### src/hw/rtl/jvs_pkg.sv
// Shared types and constants for the JSON-with-comments value end scanner.
package jvs_pkg;

    // Field widths and saturation limits
    localparam int unsigned BYTE_W  = 8;
    localparam int unsigned POS_W   = 16;
    localparam int unsigned DEPTH_W = 8;

    localparam logic [POS_W-1:0]   MAX_TEXT_LENGTH = {POS_W{1'b1}};
    localparam logic [DEPTH_W-1:0] MAX_NESTING     = {DEPTH_W{1'b1}};

    // Character codes the lexer reacts to
    localparam logic [BYTE_W-1:0] CH_SLASH     = 8'h2F;
    localparam logic [BYTE_W-1:0] CH_STAR      = 8'h2A;
    localparam logic [BYTE_W-1:0] CH_QUOTE     = 8'h22;
    localparam logic [BYTE_W-1:0] CH_BACKSLASH = 8'h5C;
    localparam logic [BYTE_W-1:0] CH_LBRACE    = 8'h7B;
    localparam logic [BYTE_W-1:0] CH_RBRACE    = 8'h7D;
    localparam logic [BYTE_W-1:0] CH_LBRACKET  = 8'h5B;
    localparam logic [BYTE_W-1:0] CH_RBRACKET  = 8'h5D;
    localparam logic [BYTE_W-1:0] CH_COMMA     = 8'h2C;
    localparam logic [BYTE_W-1:0] CH_SPACE     = 8'h20;
    localparam logic [BYTE_W-1:0] CH_TAB       = 8'h09;
    localparam logic [BYTE_W-1:0] CH_CR        = 8'h0D;
    localparam logic [BYTE_W-1:0] CH_LF        = 8'h0A;

    // Lexer modes
    typedef enum logic [2:0] {
        MODE_DONE   = 3'd0,
        MODE_CODE   = 3'd1,
        MODE_SLASH  = 3'd2,
        MODE_LINE   = 3'd3,
        MODE_BLOCK  = 3'd4,
        MODE_STAR   = 3'd5,
        MODE_STRING = 3'd6,
        MODE_ESCAPE = 3'd7
    } lex_mode_t;

    // Scan state carried between items
    typedef struct packed {
        lex_mode_t          mode;
        logic [DEPTH_W-1:0] depth;
        logic [POS_W-1:0]   pos;
        logic [POS_W-1:0]   last_end;
    } scan_state_t;

    // One lexer step: updated state plus result flags
    typedef struct packed {
        scan_state_t state;
        logic        emit;
        logic        ended_by_text_end;
    } scan_step_t;

endpackage

### src/hw/rtl/jsonc_value_end_scanner_core.sv
// Top level of the JSON-with-comments value end scanner: registers and handshakes.
//
//   channel | direction | handshake          | payload
//   s_      | in        | s_valid / s_ready  | s_text_byte, s_scan_begin, s_text_final
//   m_      | out       | m_valid / m_ready  | m_value_length, m_ended_by_text_end
//
// An accepted byte is held in the input register; the lexer step then
// updates the scan state and, on a stop or the final byte, loads the result register.
// One byte per cycle while m_ready is high; m_valid is registered, set when the lexer step emits a result.
// A held result stalls the input register, and s_ready drops once that register is full.
// Synchronous active-low reset leaves the scan idle until a byte marks a scan start.
module jsonc_value_end_scanner_core
    import jvs_pkg::*;
(
    input  logic              aclk,
    input  logic              aresetn,
    input  logic              s_valid,
    output logic              s_ready,
    input  logic [BYTE_W-1:0] s_text_byte,
    input  logic              s_scan_begin,
    input  logic              s_text_final,
    output logic              m_valid,
    input  logic              m_ready,
    output logic [POS_W-1:0]  m_value_length,
    output logic              m_ended_by_text_end
);

    logic              in_valid_reg;
    logic [BYTE_W-1:0] in_byte_reg;
    logic              in_begin_reg;
    logic              in_final_reg;
    scan_state_t       state_reg;
    logic              out_valid_reg;
    logic [POS_W-1:0]  out_length_reg;
    logic              out_text_end_reg;
    scan_step_t        step;
    logic              advance;

    // input register moves on whenever the result slot can take a result
    assign advance = in_valid_reg && (!out_valid_reg || m_ready);
    assign s_ready = !in_valid_reg || advance;

    jvs_lexer u_lexer (
        .cur        (state_reg),
        .text_byte  (in_byte_reg),
        .scan_begin (in_begin_reg),
        .text_final (in_final_reg),
        .step       (step)
    );

    // control and scan state
    always_ff @(posedge aclk) begin
        if (!aresetn) begin
            in_valid_reg       <= 1'b0;
            out_valid_reg      <= 1'b0;
            state_reg.mode     <= MODE_DONE;
            state_reg.depth    <= '0;
            state_reg.pos      <= '0;
            state_reg.last_end <= '0;
        end else begin
            if (s_ready) begin
                in_valid_reg <= s_valid;
            end
            if (advance) begin
                state_reg <= step.state;
            end
            if (advance && step.emit) begin
                out_valid_reg <= 1'b1;
            end else if (m_ready) begin
                out_valid_reg <= 1'b0;
            end
        end
    end

    // payload registers
    always_ff @(posedge aclk) begin
        if (s_ready && s_valid) begin
            in_byte_reg  <= s_text_byte;
            in_begin_reg <= s_scan_begin;
            in_final_reg <= s_text_final;
        end
        if (advance && step.emit) begin
            out_length_reg   <= step.state.last_end;
            out_text_end_reg <= step.ended_by_text_end;
        end
    end

    assign m_valid             = out_valid_reg;
    assign m_value_length      = out_length_reg;
    assign m_ended_by_text_end = out_text_end_reg;

endmodule

### src/hw/rtl/jvs_lexer.sv
// Combinational lexer step: one text byte against the current scan state.
module jvs_lexer
    import jvs_pkg::*;
(
    input  scan_state_t       cur,
    input  logic [BYTE_W-1:0] text_byte,
    input  logic              scan_begin,
    input  logic              text_final,
    output scan_step_t        step
);

    scan_state_t       base;
    logic [POS_W-1:0]  next_pos;
    logic              run_code;
    logic [POS_W-1:0]  code_last;
    logic              stop;
    scan_state_t       upd;

    always_comb begin
        // scan start drops the running scan
        if (scan_begin) begin
            base.mode     = MODE_CODE;
            base.depth    = '0;
            base.pos      = '0;
            base.last_end = '0;
        end else begin
            base = cur;
        end

        next_pos = (base.pos != MAX_TEXT_LENGTH) ? base.pos + POS_W'(1) : base.pos;

        // plain-text handling, also for the byte after a lone slash
        run_code  = (base.mode == MODE_CODE) ||
                    (base.mode == MODE_SLASH && !(text_byte inside {CH_SLASH, CH_STAR}));
        code_last = (base.mode == MODE_SLASH) ? base.pos : base.last_end;

        upd      = base;
        stop     = 1'b0;
        upd.pos  = next_pos;

        if (run_code) begin
            upd.mode     = MODE_CODE;
            upd.last_end = code_last;
            if (text_byte == CH_SLASH) begin
                upd.mode = MODE_SLASH;
            end else if (text_byte == CH_QUOTE) begin
                upd.mode = MODE_STRING;
            end else if (text_byte inside {CH_LBRACE, CH_LBRACKET}) begin
                if (base.depth != MAX_NESTING) begin
                    upd.depth = base.depth + DEPTH_W'(1);
                end
                upd.last_end = next_pos;
            end else if (text_byte inside {CH_RBRACE, CH_RBRACKET}) begin
                if (base.depth == '0) begin
                    stop = 1'b1;
                end else begin
                    upd.depth    = base.depth - DEPTH_W'(1);
                    upd.last_end = next_pos;
                end
            end else if (text_byte == CH_COMMA && base.depth == '0) begin
                stop = 1'b1;
            end else if (!(text_byte inside {CH_SPACE, CH_TAB, CH_CR, CH_LF})) begin
                upd.last_end = next_pos;
            end
        end else begin
            case (base.mode)
                MODE_SLASH: begin
                    upd.mode = (text_byte == CH_SLASH) ? MODE_LINE : MODE_BLOCK;
                end
                MODE_LINE: begin
                    if (text_byte == CH_LF) upd.mode = MODE_CODE;
                end
                MODE_BLOCK: begin
                    if (text_byte == CH_STAR) upd.mode = MODE_STAR;
                end
                MODE_STAR: begin
                    if (text_byte == CH_SLASH) begin
                        upd.mode = MODE_CODE;
                    end else if (text_byte != CH_STAR) begin
                        upd.mode = MODE_BLOCK;
                    end
                end
                MODE_STRING: begin
                    if (text_byte == CH_BACKSLASH) begin
                        upd.mode = MODE_ESCAPE;
                    end else if (text_byte == CH_QUOTE) begin
                        upd.mode     = MODE_CODE;
                        upd.last_end = next_pos;
                    end
                end
                MODE_ESCAPE: begin
                    upd.mode = MODE_STRING;
                end
                default: begin
                    upd = base;
                end
            endcase
        end

        // result on a stop byte or at text end
        step.emit              = 1'b0;
        step.ended_by_text_end = 1'b0;
        if (base.mode == MODE_DONE) begin
            step.state = cur;
        end else if (stop) begin
            upd.mode   = MODE_DONE;
            step.state = upd;
            step.emit  = 1'b1;
        end else if (text_final) begin
            // open slash, string or escape counts up to the text end
            if (upd.mode inside {MODE_SLASH, MODE_STRING, MODE_ESCAPE}) begin
                upd.last_end = next_pos;
            end
            upd.mode               = MODE_DONE;
            step.state             = upd;
            step.emit              = 1'b1;
            step.ended_by_text_end = 1'b1;
        end else begin
            step.state = upd;
        end
    end

endmodule
### config.mk
export PLATFORM = sky130hd
export DESIGN_NAME = jsonc_value_end_scanner_core
export DESIGN_NICKNAME = d
export VERILOG_FILES = /design/src/hw/rtl/jvs_pkg.sv /design/src/hw/rtl/jsonc_value_end_scanner_core.sv /design/src/hw/rtl/jvs_lexer.sv
export SDC_FILE = /design/constraint.sdc
export NUM_CORES = 1
export LEC_CHECK = 0
export ABC_AREA = 1
export BUFFER_PORTS_ARGS = -buffer_cell sky130_fd_sc_hd__buf_4
export CAP_MARGIN = 30
export CORE_UTILIZATION = 56
export DETAILED_ROUTE_END_ITERATION = 8
export PLACE_DENSITY = 0.77
export SETUP_SLACK_MARGIN = 0.05
export SLEW_MARGIN = 25
export SYNTH_ARGS = -nofsm -noshare
export SYNTH_HDL_FRONTEND = slang
export SYNTH_SLANG_ARGS = --single-unit
### constraint.sdc
create_clock -name aclk -period 2.3 [get_ports aclk]
set_input_delay 0 -clock aclk [delete_from_list [all_inputs] [get_ports aclk]]
set_output_delay 0 -clock aclk [all_outputs]
set_load 0.05 [all_outputs]
# Yosys cells after proc, flatten, opt, wreduce, memory -nomap -nowiden
# Index checks and enable logic that the tools add are counted.
[totals]
register_bits = 72
latch_bits = 0
ram_bits = 0
romBits = 0
input_bits = 14
memories = 0
[classes]
addsub = 3
n_mul = 0
n_div = 0
n_lt_le_gt_ge = 0
eq_ne = 26
shifts = 0
muxes = 49
bitwise_logic = 1
reduce_logical = 22
[op_table]
columns = ["op", "count"]
rows = [
  ["16-bit two-way mux", 17],
  ["43-bit two-way mux", 2],
  ["8-bit two-way mux", 6],
  ["44-bit two-way mux", 1],
  ["8-bit by 6-bit equality test with 1-bit output, second input constant", 5],
  ["8-bit by 7-bit equality test with 1-bit output, second input constant", 5],
  ["3-bit two-way mux", 9],
  ["8-bit by 4-bit equality test with 1-bit output, second input constant", 3],
  ["3-bit equality test, second input constant", 6],
  ["3-bit case mux with 6 select lines", 1],
  ["16-bit by 1-bit adder with 16-bit output, second input constant", 1],
  ["16-bit inequality test, second input constant", 1],
  ["11-bit two-way mux", 1],
  ["1-bit two-way mux", 10],
  ["3-bit by 2-bit equality test with 1-bit output, second input constant", 3],
  ["8-bit by 1-bit adder with 8-bit output, second input constant", 1],
  ["8-bit zero test", 1],
  ["8-bit by 6-bit inequality test with 1-bit output, second input constant", 1],
  ["8-bit inequality test, second input constant", 1],
  ["2-bit nonzero test", 4],
  ["8-bit by 1-bit subtractor with 8-bit output, second input constant", 1],
  ["6-bit OR reduction", 1],
  ["1-bit logical AND", 5],
  ["2-bit two-way mux", 2],
  ["other kinds (9)", 13],
]

# Longest topological paths before layout
# Gate-level depths: netlist (run 1).
[depth]
ltp_word = 16
ltp_mapped = 19

# Modules after synthesis
# A second synthesis (run 1) with hierarchy kept.
[hier_totals]
hier_cells = 927
hier_area_um2 = 5605.4
[modules_own_cells]
columns = ["mod", "instances", "cells_per_inst", "area_per_inst_um2"]
rows = [
  ["jsonc_value_end_scanner_core", 1, 325, 2817.7],
  ["jvs_lexer", 1, 602, 2787.7],
]

# Worst setup path after synthesis (run 1)
# OpenSTA, ideal clock, no wires.
[synth_path]
kind = "reg-to-reg"
startpoint = "reg in_begin_reg"
endpoint = "reg out_length_reg[12], in the netlist m_value_length[12], data pin"
setup_time_ns = 0.251
arrival_time_ns = 2.022
required_time_ns = 2.049
setup_slack_ns = 0.027
stages_incl_launch_ff = 17
period_less_slack_ns = 2.273
path_cell_list = "edfxtp_1 buf_6 buf_6 nor2_1 inv_1 ha_1 nand3_1 nor2_2 nor2_1 inv_2 nand2_2 buf_2 nand2_1 nand3_1 nand4_1 nand2_1 inv_1"
[synth_rtl]
columns = ["element", "line_no", "rtl"]
rows = [
  ["start: declaration", "jsonc_value_end_scanner_core.sv:30", "logic in_begin_reg;"],
  ["start signal: assignment", "jsonc_value_end_scanner_core.sv:79", "in_begin_reg <= s_scan_begin;"],
  ["end signal: assignment", "jsonc_value_end_scanner_core.sv:83", "out_length_reg <= step.state.last_end;"],
  ["end: declaration", "jsonc_value_end_scanner_core.sv:34", "logic [POS_W-1:0] out_length_reg;"],
]

==> impl_metrics.toml, run 1 <==
[final_layout]
layout-drive-gt1-share = 0.3924
final.fill_count = 407
antenna_cells = 0
largest_register_ffs = 43
fin_nets = 960
areaGrowthSynthToFinish_pct = 50.88

[floorplan]
fp.coreArea_mm2 = 0.008806
die_x_um = 98.03
initial_cell_density_of_the_core = 0.5864
row_count = 34
floorplan.io_pins = 33
die_h_um = 98.03
design.die.area_mm2 = 0.009609

[detailed_routing]
via_per_inst = 6.503
postRouteWirelength_mm = 23.24
drtAntennaViolNets = 0
route.detailed.drc = 3
num_vias = 6867
drt-wirelength-per-cell_um = 22.01
drtPass1Iterations = 8
detail_route.iter0.violations = 939

[global_routing]
overflow = 0
grt_pass1_vias = 5519
grt_start_max_net_pins = 31
initial_antenna_violation_count = 0
grt_pass1_wl_mm = 26.04
gr-usage-all-layers = 0.3455

[sta]
relSlewSlack = 0.5543
setup_viol = 54
final_min_period_over_clock_period = 1.155
maxClockFrequency_ghz = 0.3766
timing.final.crit_period_ns = 2.656
final.setup.worst_slack_ns = -0.3555
worst-slew-pin-transition_ns = 0.6676
slew_viol_final = 0
finClkSkew_ns = 0.009151
grt_setup_unrepaired = "true"
report.final.hold_viol_count = 0
final.setup.tns_ns = -6.712

[clock_network]
cts_htree_levels = 3
cts_num_sinks = 72
clock_tree_from_tritoncts = "built"
clockRootBuffer = "clkbuf_8"
cts.reportedPaths.clkPinSlew_ns = 0.09
cts-root-to-sink-buffers = 2
cts-buffers-inserted = 9
insertion_delay_to_the_later_sink_of_the_worst_skew_pair_ns = 0.37

[yosys]
synth.top_cell.area_share = 0.1745
netlist.top_cell.by_area = "dfxtp_1"
synth_top_cells_by_count = "nand2_1 (205), inv_1 (103), nor2_1 (75), a21oi_1 (60), o21ai_0 (60)"
syn_area_per_cell_um2 = 6.595
synth.net_count = 800
synth-seq-area-share = 0.3315
synth.distinct_cells = 49
synth-edff-count = 27
ys_async_sr_fraction = 0
netlist_instances = 783
most_numerous_cell_in_the_yosys_netlist = "nand2_1"
postSynthRegisterBits = 72
synth_warnings = 0
synth_area_mm2 = 0.005164
yosys-top-cells-area = "dfxtp_1 (17%), edfxtp_1 (16%), nand2_1 (15%), inv_1 (7.5%), a21oi_1 (5.8%)"
postSynth.topFlopCell = "dfxtp_1"

[setup_path]
startpoint_type = "register"
wp_data_required_ns = 2.43
timing_worst_setup_path_type = "register to register"
worst_path_most_repeated_cell = "nand2_1"
cpPeakStageDelay_ns = 0.41
number_of_buffer_and_inverter_stages_on_the_critical_path = 6
path_max_fanout = 8
crit_path_cell_trace = "buf_12, clkinv_16, buf_12, buf_4, nand2_1, buf_4, inv_1, o21ai_1, nand3_1, nand2_1, nor2_2, nor2_1, nand2_1, nand2_1, o21ai_1"
critical-path-top-delay-family = "simple AND/OR/NAND/NOR gates"
worstPathArrival_ns = 2.78
setup.worst_path.end_class = "register"
crit_path_max_delay_cell_type = "edfxtp_1"

[place]
dpl.hpwl_mm = 10.80
portBuffers = 32
pre_cts_slack_ns = -0.09838
finalWeightedCongestion = 0.9765

[power_and_ir_drop]
vdd.ir_drop.worst_mv = 0.3509
p_leak_nw = 3.559
power.density_cell_area_mw_per_mm2 = 416.7

[hold_path]
min-delay-path-class = "input port to register"

[run_status]
run_status = "finished, violations left"
failed_checks = "DRC, setup timing"

[flow_run]
cap_viol_max_count = 0
==> final timing paths <==
check                  from                 end  slack, ns  cells past startpoint
max reg2reg    in_begin_reg  m_value_length[14]      -0.36                     15
min reg2reg   state_reg[25]       state_reg[25]       0.47                      2
max            in_begin_reg  m_value_length[14]      -0.36                     15
min          s_text_byte[7]      in_byte_reg[7]       0.34                      2
==> metrics by stage <==
stage / cell area, µm² / cells / util / hold WS [ns] / power, mW
after global routing: 7791 / 1056 / 0.8848 / 0.3404 / 3.324
after global placement: 5978 / 969 / 0.6789 / 0.1789 / 1.846
after detailed placement: 5978 / 969 / 0.6789 / 0.1793 / 1.856
final: 7791 / 1056 / 0.8848 / 0.3372 / 3.246
after CTS: 6553 / 1008 / 0.7441 / 0.3371 / 3.041
after floorplan: 5169 / 783 / - / 0.09887 / 1.702
==> worst register-to-register path, stage by stage, from the launching register on <==
cell,delay (ns)
edfxtp_1,0.41
buf_12,0.18
clkinv_16,0.08
buf_12,0.15
buf_4,0.16
nand2_1,0.11
buf_4,0.16
inv_1,0.08
o21ai_1,0.22
nand3_1,0.13
nand2_1,0.24
nor2_2,0.09
nor2_1,0.14
nand2_1,0.10
nand2_1,0.09
o21ai_1,0.08
==> cells by family (layout without fill, tap and decap cells) <==
kind of cell,after synthesis,after routing,synth area share
DFF,72,72,0.3315
AOI/OAI and AO/OA,150,150,0.1560
adders and majority gates,3,3,0.007270
buffers and inverters,141,305,0.1212
and+or+nand+nor,410,411,0.3722
xor gates and xnor gates,7,7,0.01187
==> routing by layer <==
metal  wire (µm)  vias up  track usage
met3        3013      249      0.04868
met5           0        -            0
met4        2288        0       0.2133
li1            -     2860            -
met1        7632     3095       0.3984
met2       10310      663       0.6046
==> power by group <==
group | switching (mW) | internal [mW]
sequential | 0.0303 | 1.37
combinational | 0.420 | 0.250
clock | 0.578 | 0.601
==> area by class of cell <==
cell class              instances  area, µm²  area share
clock inverters                 5      62.56    0.008030
inverters                     114      514.2     0.06600
well taps                     108      135.1     0.01734
repair buffers                174       1588      0.2038
multi-input cells             571       3608      0.4631
flip-flops and latches         72       1712      0.2197
repair inverters                1      8.758    0.001124
clock buffers                  11      162.7     0.02088
==> cells in the final DEF (no fill, tap or decap), drive strengths merged, types with 4 or more instances in the layout <==
cell	n
clkbuf	15
nand2	232
dlygate4sd3	13
o22ai	4
edfxtp	27
nand3	64
clkinvlp	4
xor2	4
a21oi	61
buf	157
nand4	8
o21ai	67
dfxtp	45
inv	110
nor3	13
clkinv	5
nor2	87
o211ai	5
or2	4
o31ai	5
==> what timing repair did <==
action | 4_1_cts | 5_1_grt
pin swaps | 10 | 79
hold endpoints to repair | 15 | 0
cloned | 2 | 4
resized for setup | 43 | 216
hold buffers | 13 | 0
setup endpoints to repair | 56 | 64
buffers inserted | 8 | 44
No activity file was read; power rests on OpenSTA's default activity.
==> run 2: changes to the inputs <==
--- a/config.mk
+++ b/config.mk
@@ -8,7 +8,7 @@
 export ABC_AREA = 1
 export BUFFER_PORTS_ARGS = -buffer_cell sky130_fd_sc_hd__buf_4
 export CAP_MARGIN = 30
-export CORE_UTILIZATION = 56
+export CORE_UTILIZATION = 58
 export DETAILED_ROUTE_END_ITERATION = 8
 export PLACE_DENSITY = 0.77
 export SETUP_SLACK_MARGIN = 0.05
==> constraint.sdc (replaced) <==
create_clock -name aclk -period 2.8 [get_ports aclk]
set_input_delay 0 -clock aclk [delete_from_list [all_inputs] [get_ports aclk]]
set_output_delay 0 -clock aclk [all_outputs]
set_load 0.05 [all_outputs]
==> run 2 against run 1 <==
The run now ends clean. Critical path depth increased by 2. Clock skew up 0.0018 ns. Sequential power fell by 18%. Die area fell by 3.4%. Combinational power shrank 47%. Critical endpoint is now m_value_length[12]. Largest power group unchanged. Highest routed layer unchanged.
==> impl_metrics.toml, run 2 (same netlist as run 1, synthesis figures left out) <==
[sta]
timing.final.crit_period_ns = 2.606
final.setup.tns_ns = 0
worst-slew-pin-transition_ns = 0.6360
setup_viol = 0
slew_viol_final = 0
relSlewSlack = 0.5754
maxClockFrequency_ghz = 0.3838
finClkSkew_ns = 0.01096
report.final.hold_viol_count = 0
final_min_period_over_clock_period = 0.9306
grt_setup_unrepaired = "false"

[final_layout]
antenna_cells = 0
final.fill_count = 772
layout-drive-gt1-share = 0.1599
fin_cells = 946
mostFrequentLayoutCell = "nand2_1"
largest_register_ffs = 43
most-common-layout-cells = "nand2_1 (205), inv_1 (102), nor2_1 (75)"
areaGrowthSynthToFinish_pct = 14.64
fin_nets = 850

[floorplan]
row_count = 34
floorplan.io_pins = 33
die_h_um = 96.36
design.die.area_mm2 = 0.009284
initial_cell_density_of_the_core = 0.5950
die_x_um = 96.36
fp.coreArea_mm2 = 0.008678

[flow_run]
cap_viol_max_count = 0

[setup_path]
worst_path_most_repeated_cell = "nand2_8"
startpoint_type = "register"
critical-path-top-delay-family = "simple AND/OR/NAND/NOR gates"
number_of_buffer_and_inverter_stages_on_the_critical_path = 7
crit_path_cell_trace = "clkinv_4, buf_12, nand2_4, nor2_8, nand2_8, clkinv_8, nand3_4, nand2_8, inv_4, nand2_2, nand3_2, inv_2, nand2_8, inv_4, nand2_1, nand2_1, inv_1"
timing_worst_setup_path_type = "register to register"
setup.worst_path.end_class = "register"
path_max_fanout = 20
wp_data_required_ns = 2.91
worstPathArrival_ns = 2.71
crit_path_max_delay_cell_type = "edfxtp_1"
cpPeakStageDelay_ns = 0.47

[clock_network]
cts-buffers-inserted = 9
cts_htree_levels = 3
clock_tree_from_tritoncts = "built"
clockRootBuffer = "clkbuf_8"
cts_num_sinks = 72
insertion_delay_to_the_later_sink_of_the_worst_skew_pair_ns = 0.36
cts-root-to-sink-buffers = 2
cts.reportedPaths.clkPinSlew_ns = 0.08

[detailed_routing]
postRouteWirelength_mm = 15.02
drt-wirelength-per-cell_um = 15.88
drtAntennaViolNets = 0
via_per_inst = 5.758
routed-wl-met3_mm = 1.118
routed.top_layer = "met4"
drtPass1Iterations = 7
detail_route.iter0.violations = 489
wl_met1_mm = 6.145
num_vias = 5447
route.detailed.drc = 0
met2WireLength_mm = 7.301

[place]
portBuffers = 32
dpl.hpwl_mm = 10.54
finalWeightedCongestion = 0.9713
dp_cell_count = 910

[run_status]
run_status = "complete, no violations"

[global_routing]
overflow = 0
grt_pass1_vias = 4957
initial_antenna_violation_count = 0
grt_start_max_net_pins = 31
gr-usage-all-layers = 0.3372
grt_pass1_wl_mm = 23.64

[hold_path]
min-delay-path-class = "input port to register"

[power_and_ir_drop]
power.density_cell_area_mw_per_mm2 = 393.4
vdd.ir_drop.worst_mv = 0.3059
p_leak_nw = 2.737
[run 2: changes by cell type in the layout (fill, tap and decap cells not counted), moves of 12 or more]
cell | before | now
buf_4 | 130 | 51
nor2_1 | 41 | 75
nand2_1 | 173 | 205
o21ai_0 | 39 | 60
buf_6 | 19 | 0
nand2_4 | 21 | 2
nor2_4 | 22 | 3
inv_1 | 85 | 102
nor2_2 | 22 | 7
nand3_1 | 39 | 52
nand2_2 | 31 | 19
[run 2: worst register-to-register path, delay by kind of cell, from the launching register on]
| family | cells | cell delay, ns |
|---|---|---|
| buffers and inverters | 7 | 0.83 |
| and+or+nand+nor | 10 | 1.05 |
| DFF | 1 | 0.47 |
[run 2: cell type report]
type | count | area [µm²] | share of cell area
multi-input cells | 570 | 2868 | 0.4845
flip-flops and latches | 72 | 1712 | 0.2892
repair buffers | 66 | 553.0 | 0.09343
inverters | 114 | 455.4 | 0.07694
well taps | 108 | 135.1 | 0.02283
clock buffers | 9 | 123.9 | 0.02093
clock inverters | 7 | 72.57 | 0.01226
[run 2: path summary, 6_finish.rpt]
kind              slack, ns            endpoint     startpoint  cells after the start
hold / removal         0.37        in_final_reg   s_text_final                      2
setup reg to reg       0.19  m_value_length[12]   in_begin_reg                     17
setup / recovery       0.19  m_value_length[12]   in_begin_reg                     17
hold reg to reg        0.47       state_reg[31]  state_reg[31]                      2
[run 2: layer usage]
metal	up-vias	global-route usage
met3	51	0.05608
met2	279	0.5881
met5	-	0
li1	2634	-
met1	2483	0.4086
met4	0	0.1422
[run 2: per-stage QoR]
stage	instance area, µm²	hold slack, ns	utilization	power, mW	setup WS, ns
after floorplan	5164	0.09887	-	1.398	0.5272
after global placement	5483	0.1779	0.6318	1.478	0.1283
after detailed placement	5483	0.1795	0.6318	1.483	0.1110
after CTS	5809	0.3567	0.6694	2.312	0.1015
after global routing	5919	0.3676	0.6821	2.415	0.06286
final	5919	0.3673	0.6821	2.329	0.1943
[run 2: power by group]
group	internal, mW	switching [mW]
Sequential	1.12	0.0227
Clock	0.409	0.419
Combinational	0.117	0.238
Total	1.65	0.680
[run 2: repair_timing]
action	CTS	global route
gates resized for setup	0	10
endpoints found under the setup margin	0	32
setup buffers	0	7
endpoints found under the hold margin	14	0
hold buffers	13	0
==> run 3: changes to the inputs <==
--- a/config.mk
+++ b/config.mk
@@ -8,9 +8,8 @@
 export ABC_AREA = 1
 export BUFFER_PORTS_ARGS = -buffer_cell sky130_fd_sc_hd__buf_4
 export CAP_MARGIN = 30
-export CORE_UTILIZATION = 58
+export CORE_UTILIZATION = 25
 export DETAILED_ROUTE_END_ITERATION = 8
-export PLACE_DENSITY = 0.77
 export SETUP_SLACK_MARGIN = 0.05
 export SLEW_MARGIN = 25
 export SYNTH_ARGS = -nofsm -noshare
==> run 3 against run 2 <==
Clock power up 53%. Cell count up 17%. Critical path depth down 2. Design area up 5.0%. Critical endpoint is now m_value_length[2]. Largest cell class unchanged. Largest power group is now clock.
==> impl_metrics.toml, run 3 (same netlist as run 1, synthesis figures left out) <==
[run_status]
run_status = "complete, no violations"

[global_routing]
grt_pass1_vias = 4812
grt_pass1_wl_mm = 24.68
grt_start_max_net_pins = 31
initial_antenna_violation_count = 0
overflow = 0
gr-usage-all-layers = 0.1485

[detailed_routing]
postRouteWirelength_mm = 15.11
drt-wirelength-per-cell_um = 13.70
route.detailed.drc = 0
drtPass1Iterations = 5
num_vias = 5126
via_per_inst = 4.647
detail_route.iter0.violations = 352
drtAntennaViolNets = 0

[final_layout]
areaGrowthSynthToFinish_pct = 20.35
fin_cells = 1103
layout-drive-gt1-share = 0.1549
largest_register_ffs = 43
antenna_cells = 0
fin_nets = 845
most-common-layout-cells = "nand2_1 (205), inv_1 (102), nor2_1 (74)"
design_area_mm2 = 0.006215
mostFrequentLayoutCell = "nand2_1"

[setup_path]
cpPeakStageDelay_ns = 0.50
startpoint_type = "register"
crit_path_cell_trace = "clkinv_4, buf_4, nand2_2, nor2_1, nand2_1, nor2_2, nand3_1, buf_4, nand2_2, a21oi_1, nor2_1, nor2_1, nand3_2, nand2_1, o21ai_0"
path_max_fanout = 8
worstPathArrival_ns = 2.72
timing_worst_setup_path_type = "register to register"
worst_path_most_repeated_cell = "nor2_1"
wp_data_required_ns = 2.99
setup.worst_path.end_class = "register"
crit_path_max_delay_cell_type = "edfxtp_1"

[floorplan]
floorplan.io_pins = 33
die_h_um = 145.7
fp.coreArea_mm2 = 0.02023
die_x_um = 145.7
design.die.area_mm2 = 0.02123
row_count = 52
initial_cell_density_of_the_core = 0.2552

[sta]
slew_viol_final = 0
final.setup.tns_ns = 0
report.final.hold_viol_count = 0
final.setup.worst_slack_ns = 0.2771
setup_viol = 0
worst-slew-pin-transition_ns = 0.5900
final_min_period_over_clock_period = 0.9010
timing.final.crit_period_ns = 2.523
finClkSkew_ns = 0.008770
grt_setup_unrepaired = "true"
relSlewSlack = 0.6061
maxClockFrequency_ghz = 0.3964

[flow_run]
cap_viol_max_count = 0

[clock_network]
cts_htree_levels = 3
cts.reportedPaths.clkPinSlew_ns = 0.06
cts-root-to-sink-buffers = 2
insertion_delay_to_the_later_sink_of_the_worst_skew_pair_ns = 0.35
clockRootBuffer = "clkbuf_16"
cts_num_sinks = 72
cts-buffers-inserted = 9
clock_tree_from_tritoncts = "built"

[place]
dpl.hpwl_mm = 10.80
dp_cell_count = 1072
finalWeightedCongestion = 0.9147
pre_cts_slack_ns = 0.09774
placedInstanceArea_mm2 = 0.005698
portBuffers = 32

[power_and_ir_drop]
vdd.ir_drop.worst_mv = 0.3055
p_leak_nw = 2.778
totalPowerFinal_mw = 2.758
power.density_cell_area_mw_per_mm2 = 443.8

[hold_path]
min-delay-path-class = "input port to register"
[run 3: cell count changes in the layout (fill, tap and decap cells not counted), moves of 2 or more]
| cell | delta |
|---|---|
| nor2_2 | +2 |
| clkbuf_8 | -8 |
| buf_4 | -6 |
| clkbuf_16 | +9 |
[run 3: per-layer routing]
metal,track usage,vias up,share of wire
met1,0.1944,2312,0.47
met2,0.2385,162,0.46
li1,-,2627,-
met3,0.01944,25,0.052
met5,0,-,0
met4,0.07684,0,0.024
[run 3: critical path: cells and delay by family, from the launching register on]
kind | cells | cell delay, ns
flip-flops | 1 | 0.50
AND/OR/NAND/NOR | 10 | 1.19
buffers and inverters | 3 | 0.55
AO/OA/AOI/OAI | 2 | 0.12
[run 3: layout make-up]
class	instances	area, µm²
Clock buffer	11	242.7
Inverter	114	456.7
Sequential cell	72	1712
Tap cell	270	337.8
Fill cell	2187	14020
Timing Repair Buffer	61	528.0
Clock inverter	5	80.08
Multi-Input combinational cell	570	2858
[run 3: final timing paths]
check	startpoint	end	slack (ns)	cells past startpoint
max	in_begin_reg	m_value_length[2]	0.28	15
min	aresetn	state_reg[32]	0.03	3
max reg2reg	in_begin_reg	m_value_length[2]	0.28	15
min reg2reg	state_reg[2]	state_reg[2]	0.46	2
[run 3: repair_timing]
action / CTS / global route
gates resized for setup: 0 / 8
endpoints found under the setup margin: 0 / 23
hold endpoints to repair: 12 / 0
hold buffers: 13 / 0
setup buffers: 0 / 2
[run 3: power breakdown]
part	leakage [nW]	switching (mW)	internal (mW)	total (mW)
Sequential	0.626	0.0224	1.12	1.15
Combinational	2.00	0.230	0.113	0.344
Clock	0.152	0.465	0.803	1.27
[run 3: per-stage QoR]
| stage | hold WS (ns) | utilization |
|---|---|---|
| after floorplan | 0.09887 | - |
| after global placement | 0.1787 | 0.2816 |
| after detailed placement | 0.1795 | 0.2816 |
| after CTS | 0.01979 | 0.3040 |
| after global routing | 0.04577 | 0.3071 |
| final | 0.02625 | 0.3071 |
